--- config.mk ---
export PLATFORM = sky130hd
export DESIGN_NAME = osit_mix
export DESIGN_NICKNAME = d
export VERILOG_FILES = /design/src/rtl/core/osit_pkg.sv /design/src/rtl/core/osit_mix.sv
export SDC_FILE = /design/constraint.sdc
export NUM_CORES = 2
export LEC_CHECK = 0
export BUFFER_PORTS_ARGS = -buffer_cell sky130_fd_sc_hd__buf_2
export CORE_MARGIN = 2
export CORE_UTILIZATION = 25
export CTS_BUF_LIST = sky130_fd_sc_hd__clkbuf_8
export CTS_CLUSTER_DIAMETER = 30
export DETAILED_ROUTE_END_ITERATION = 16
export PLACE_DENSITY = 0.45
export SLEW_MARGIN = 20
export SYNTH_ARGS = -nofsm -noshare
export SYNTH_HDL_FRONTEND = slang
export SYNTH_SLANG_ARGS = --single-unit
--- constraint.sdc ---
create_clock -name clk -period 10.12 [get_ports clk]
set_input_delay 2.024 -clock clk [delete_from_list [all_inputs] [get_ports clk]]
set_output_delay 2.024 -clock clk [all_outputs]
set_load 0.02 [all_outputs]
--- src/rtl/core/osit_pkg.sv ---
`default_nettype none

// Shared types and constants of the ordered integer hash map.
package osit_pkg;

	// Field widths of the command and result words.
	localparam int KEY_W   = 64;
	localparam int VALUE_W = 64;
	localparam int TYPE_W  = 8;
	localparam int INDEX_W = 8;
	localparam int COUNT_W = 9;
	localparam int LIMIT_W = 9;

	// Operation codes.
	typedef logic [1:0] kind_t;
	localparam kind_t KIND_FIND    = 2'd0;
	localparam kind_t KIND_INSERT  = 2'd1;
	localparam kind_t KIND_POP     = 2'd2;
	localparam kind_t KIND_COMPACT = 2'd3;

	// Result status codes.
	typedef logic [1:0] status_t;
	localparam status_t ST_OK        = 2'd0;
	localparam status_t ST_NOT_FOUND = 2'd1;
	localparam status_t ST_REFUSED   = 2'd2;
	localparam status_t ST_POP_EMPTY = 2'd3;

	// Control byte codes of the tag plane.
	localparam logic [7:0] TAG_EMPTY   = 8'h80;
	localparam logic [7:0] TAG_DELETED = 8'hFE;

	// Slots probed per group.
	localparam int GROUP_SIZE = 16;

	// Mixing constants of the 64-bit key hash.
	localparam logic [63:0] MIX_C1 = 64'h9e3779b97f4a7c15;
	localparam logic [63:0] MIX_C2 = 64'hbf58476d1ce4e5b9;
	localparam logic [63:0] MIX_C3 = 64'h94d049bb133111eb;

endpackage

`default_nettype wire

--- src/rtl/core/osit_mix.sv ---
`default_nettype none

// Iterative 64-bit key mixer. One 32x32 multiplier is reused for the three
// partial products of each 64-bit multiply.
module osit_mix import osit_pkg::*; (
	input  wire logic        clk,
	input  wire logic        arst_n,
	input  wire logic        start,
	input  wire logic [63:0] din,
	output logic             done,
	output logic [63:0]      dout
);

	typedef enum logic [3:0] {
		MX_IDLE = 4'b0001,
		MX_XOR  = 4'b0010,
		MX_MUL  = 4'b0100,
		MX_FIN  = 4'b1000
	} mx_state_t;

	mx_state_t   st_q;
	logic        pass_q;
	logic [1:0]  ph_q;
	logic [63:0] z_q;
	logic [63:0] a_q;
	logic [63:0] acc_q;
	logic [63:0] p_q;
	logic [63:0] dout_q;
	logic        done_q;

	logic [63:0] mul_k;
	logic [31:0] mul_a;
	logic [31:0] mul_b;
	logic [63:0] prod;
	logic [63:0] add_term;
	logic [63:0] acc_nx;

	// Operand selection for the shared multiplier: low x low, low x high, high x low.
	always_comb begin
		mul_k    = pass_q ? MIX_C3 : MIX_C2;
		mul_a    = (ph_q == 2'd2) ? a_q[63:32] : a_q[31:0];
		mul_b    = (ph_q == 2'd1) ? mul_k[63:32] : mul_k[31:0];
		prod     = 64'(mul_a) * 64'(mul_b);
		add_term = (ph_q >= 2'd2) ? {p_q[31:0], 32'd0} : p_q;
		acc_nx   = acc_q + add_term;
	end

	// Sequencer of the two xor-shift and multiply rounds.
	always_ff @(posedge clk or negedge arst_n) begin
		if (!arst_n) begin
			st_q   <= MX_IDLE;
			pass_q <= 1'b0;
			ph_q   <= 2'd0;
			z_q    <= '0;
			a_q    <= '0;
			acc_q  <= '0;
			p_q    <= '0;
			dout_q <= '0;
			done_q <= 1'b0;
		end else begin
			done_q <= (st_q == MX_FIN);
			case (st_q)
				MX_IDLE: begin
					if (start) begin
						z_q    <= din + MIX_C1;
						pass_q <= 1'b0;
						st_q   <= MX_XOR;
					end
				end
				MX_XOR: begin
					a_q   <= pass_q ? (z_q ^ (z_q >> 27)) : (z_q ^ (z_q >> 30));
					acc_q <= '0;
					ph_q  <= 2'd0;
					st_q  <= MX_MUL;
				end
				MX_MUL: begin
					if (ph_q != 2'd3) begin
						p_q <= prod;
					end
					if (ph_q != 2'd0) begin
						acc_q <= acc_nx;
					end
					ph_q <= ph_q + 2'd1;
					if (ph_q == 2'd3) begin
						z_q <= acc_nx;
						if (pass_q) begin
							st_q <= MX_FIN;
						end else begin
							pass_q <= 1'b1;
							st_q   <= MX_XOR;
						end
					end
				end
				MX_FIN: begin
					dout_q <= z_q ^ (z_q >> 31);
					st_q   <= MX_IDLE;
				end
				default: begin
					st_q <= MX_IDLE;
				end
			endcase
		end
	end

	assign done = done_q;
	assign dout = dout_q;

endmodule

`default_nettype wire

==> impl_summary.md <==
Hold path
In this run the worst hold path is classified as reg -> reg.

CTS
The root buffer selected by CTS is sky130_fd_sc_hd__clkbuf_8. TritonCTS created 91 clock buffers. The number of levels the H-tree was split into is 3. Counting along the longest clock path gives a buffer depth of 3.

TritonCTS built the clock tree. The clock-pin transition on the worst setup and hold timing paths is 0.06 ns. Buffers added to address setup during post-CTS repair amount to 0. After clock tree synthesis, the flow added hold-fix buffers numbering 0. The clock sink total is 328. The clock latency at the later pin of the worst-skew pair is 0.71 ns.

Synth
The synthesis warning total is 0. The synthesis-stage register bit count is 328. The sequential share of the synthesized area is 16.7%. The area share of the largest cell type after synthesis is 31.8%.

By area the synthesized netlist is led by sky130_fd_sc_hd__fa_1, sky130_fd_sc_hd__dfrtp_1, sky130_fd_sc_hd__ha_1, sky130_fd_sc_hd__inv_1, sky130_fd_sc_hd__nand2_1. The synthesized cell area is 0.0491 sq mm. The largest total area in the synthesized netlist belongs to sky130_fd_sc_hd__fa_1. After technology mapping, the gate count stands at 5,429. The fraction of registers with async set or reset after synthesis is 100%.

The most used flip-flop cell after synthesis is sky130_fd_sc_hd__dfrtp_1. In this run the mean area of a mapped cell was 9.05 sq um. The unique cell type count in the Yosys netlist is 93. Yosys mapped a number of flops with a built-in enable equal to 0. Synthesis produced a netlist with a net count of 6,718.

Timing
The post-route clock skew is 0.0548 ns. The pin slew with the least headroom to its limit is 1.15 ns. The highest clock frequency the design can meet is 103 MHz.

Setup repair after global routing left no endpoint under its margin. The final number of setup-violating endpoints is 0. The final number of hold-violating endpoints is 0. The shortest clock period the worst path allows after layout is 9.66 ns. In the finished design, the share of the clock period the worst path needs comes to 95.5%. The sum of negative setup slack is 0 ns.

The number of max-slew violations in the final report is 0. The worst-case headroom to the max-slew limit is 23.0%.

Layout
Counting the fill cells in the layout gives 20,900. The multi-input combinational cells in the finished layout cover a total of 0.0363 sq mm. The net total in the final layout is 6,959. The layout cell share with drive strength beyond 1 is 11.9%. The area occupied by registers is 0.00821 sq mm. The signed area change from the synthesized netlist to the final layout is 14.9%.

Floorplan
Once the floorplan was initialized, standard cells occupied 25.2% of the core. The vertical die dimension is 447 um. The number of top-level pins is 132.

The die is 447 um wide. The number of placement rows is 162. The floorplan die area is 0.200 sq mm. The core box area is 0.195 sq mm.

Detailed routing
The overall routed net length is 202,000 um. After detailed routing, the number of vias per cell comes to 4.69. The number of routed nets with antenna violations is 0. The via count is 39,300. The first-pass detailed-route iteration total is 7. In the final routed layout, each cell accounts on average for 24.1 um.

After detailed routing, the number of remaining DRC violations is 0. For this block, the initial DRC count from the detailed router was 3,232.

Global routing
The all-layer global routing usage is 20.4%. The number of antenna violations at the first check in global routing is 9. The number of global-route vias before repair was 41,900. The first global-routing pass estimated 297,000 um of wire.

The maximum number of pins on one net before global-route repair is 169. Summed over all layers, the global routing overflow is 0.

Place
In this run the tool buffered the top-level ports with 131 buffer cells. The global placer's final weighted congestion is 0.966. Summed over all nets, the half-perimeter wirelength after detailed placement is 173,000 um.

Run
The number of max-cap violations is 0.

Worst setup path
STA classifies the critical path startpoint as a flip-flop. The critical path contains buffers and inverters numbering 10 combined. The maximum net fanout on the critical path is 11.

The largest individual stage delay along the critical path comes from the cell sky130_fd_sc_hd__fa_1. The cell seen most often among critical-path stages is sky130_fd_sc_hd__fa_1. The required time of the critical path is 10.69 ns.

For the worst setup path, the data arrival time is 10.23 ns. The critical path is of the reg -> reg type. The critical path capture point type is a flip-flop.

Among cell families on the critical path, the largest total delay comes from adder cells. The maximum cell stage delay along the critical path is 0.62 ns.

Outcome
The run finished with clean final reports.
==> per-stage QoR <==
step           instance area (sq um)  utilization (%)  setup WS (ns)  instances  hold WS (ns)
6_report                       56500             28.9          0.456       8367         0.472
5_1_grt                        56500             28.9         0.0925       8366         0.499
4_1_cts                        56400             28.9          0.134       8365         0.475
3_5_place_dp                   54200             27.8          0.180       8201         0.460
3_3_place_gp                   54200             27.8          0.147       8201         0.463
2_1_floorplan                  49100                -          0.553       5429         0.440
==> path summary, 6_finish.rpt <==
| path | cells after the start | endpoint | slack, ns | from |
|---|---|---|---|---|
| worst max-delay path | 33 | p_q[57] | 0.46 | ph_q[0] |
| worst min-delay path | 2 | a_q[56] | 0.47 | a_q[56] |
| worst max register to register | 33 | p_q[57] | 0.46 | ph_q[0] |
| worst min register to register | 2 | a_q[56] | 0.47 | a_q[56] |
| max in group asynchronous | 2 | pass_q | 7.21 | arst_n |
| min in group asynchronous | 1 | z_q[14] | 1.37 | arst_n |
==> metal layers <==
| metal | vias to the layer above | GRT usage, % | part of all wire [%] |
|---|---|---|---|
| li1 | 17800 | - | - |
| met1 | 20000 | 28.7 | 46 |
| met2 | 1148 | 33.3 | 47 |
| met3 | 242 | 2.38 | 4.8 |
| met4 | 10 | 4.75 | 2.5 |
| met5 | - | 0 | 0.030 |
==> what timing repair did <==
action	CTS	global route
hold endpoints to repair	0	0
resized for setup	0	8
endpoints found under the setup margin	0	9
==> synth_stat cells (all sizes together), types with 5 or more instances <==
master and n:
and2 45, o31a 8, clkbuf 201, or3 19
and3 21, nor2 418, nand3b 5, nand2b 9
o22ai 15, or2 20, o21bai 40, nand3 45
nor2b 12, o211ai 12, or4 5, fa 780
mux2i 54, ha 442, a31oi 30, dfrtp 327
o221ai 9, xnor2 143, o31ai 31, nor3b 5
a21boi 9, nand2 572, a211o 5, a21oi 280
nor4 11, and4 10, a22o 15, nor3 39
inv 1041, a31o 5, a21o 82, buf 28
a221oi 10, mux2 86, nand4 47, a211oi 21
clkinv 5, xor2 112, o21a 17, o21ai 281
==> cell usage in the layout, fill, tap and decap left out, drive strengths merged, types with 105 or more instances in the layout <==
| cell | count |
|---|---|
| inv | 1051 |
| fa | 780 |
| nand2 | 572 |
| ha | 442 |
| nor2 | 418 |
| buf | 377 |
| dfrtp | 327 |
| o21ai | 281 |
| a21oi | 280 |
| xnor2 | 143 |
| xor2 | 112 |
| clkbuf | 105 |
==> cells by family (layout without fill, tap and decap cells) <==
kind of cell,count (synthesis),in the layout,synth area share [%]
mux,140,140,3.07
flops,328,328,16.7
compound gates,914,914,11.4
buf+inv,1275,1587,9.79
fa+ha+maj,1222,1222,43.0
simple gates,1295,1295,11.4
xor+xnor,255,255,4.54
other cells,0,2,0
==> registers in the layout (all words and copies together), names as in the netlist <==
register / cells
ph_q: 2
pass_q: 1
done: 1
dout: 64
acc_q: 64
z_q: 64
p_q: 64
a_q: 64
st_q: 4
==> layout make-up <==
cell class / instances / area share [%]
clock inverters: 59 / 1.36
diodes: 2 / 0.00886
multi-input cells: 3826 / 64.2
clock buffers: 105 / 2.56
inverters: 1046 / 6.96
flip-flops and latches: 328 / 14.5
well taps: 2624 / 5.81
repair buffers: 377 / 4.58
==> worst register-to-register path, delay by kind of cell (launching register included) <==
family	cells	cell delay (ns)
fa+ha+maj	10	4.76
mux	2	0.77
buf+inv	10	1.58
flops	1	0.46
simple gates	2	0.47
compound gates	8	1.37
xor+xnor	1	0.16
Power is not shown: default switching activity piles up to over one toggle a cycle in this logic, so the estimate is an artifact.
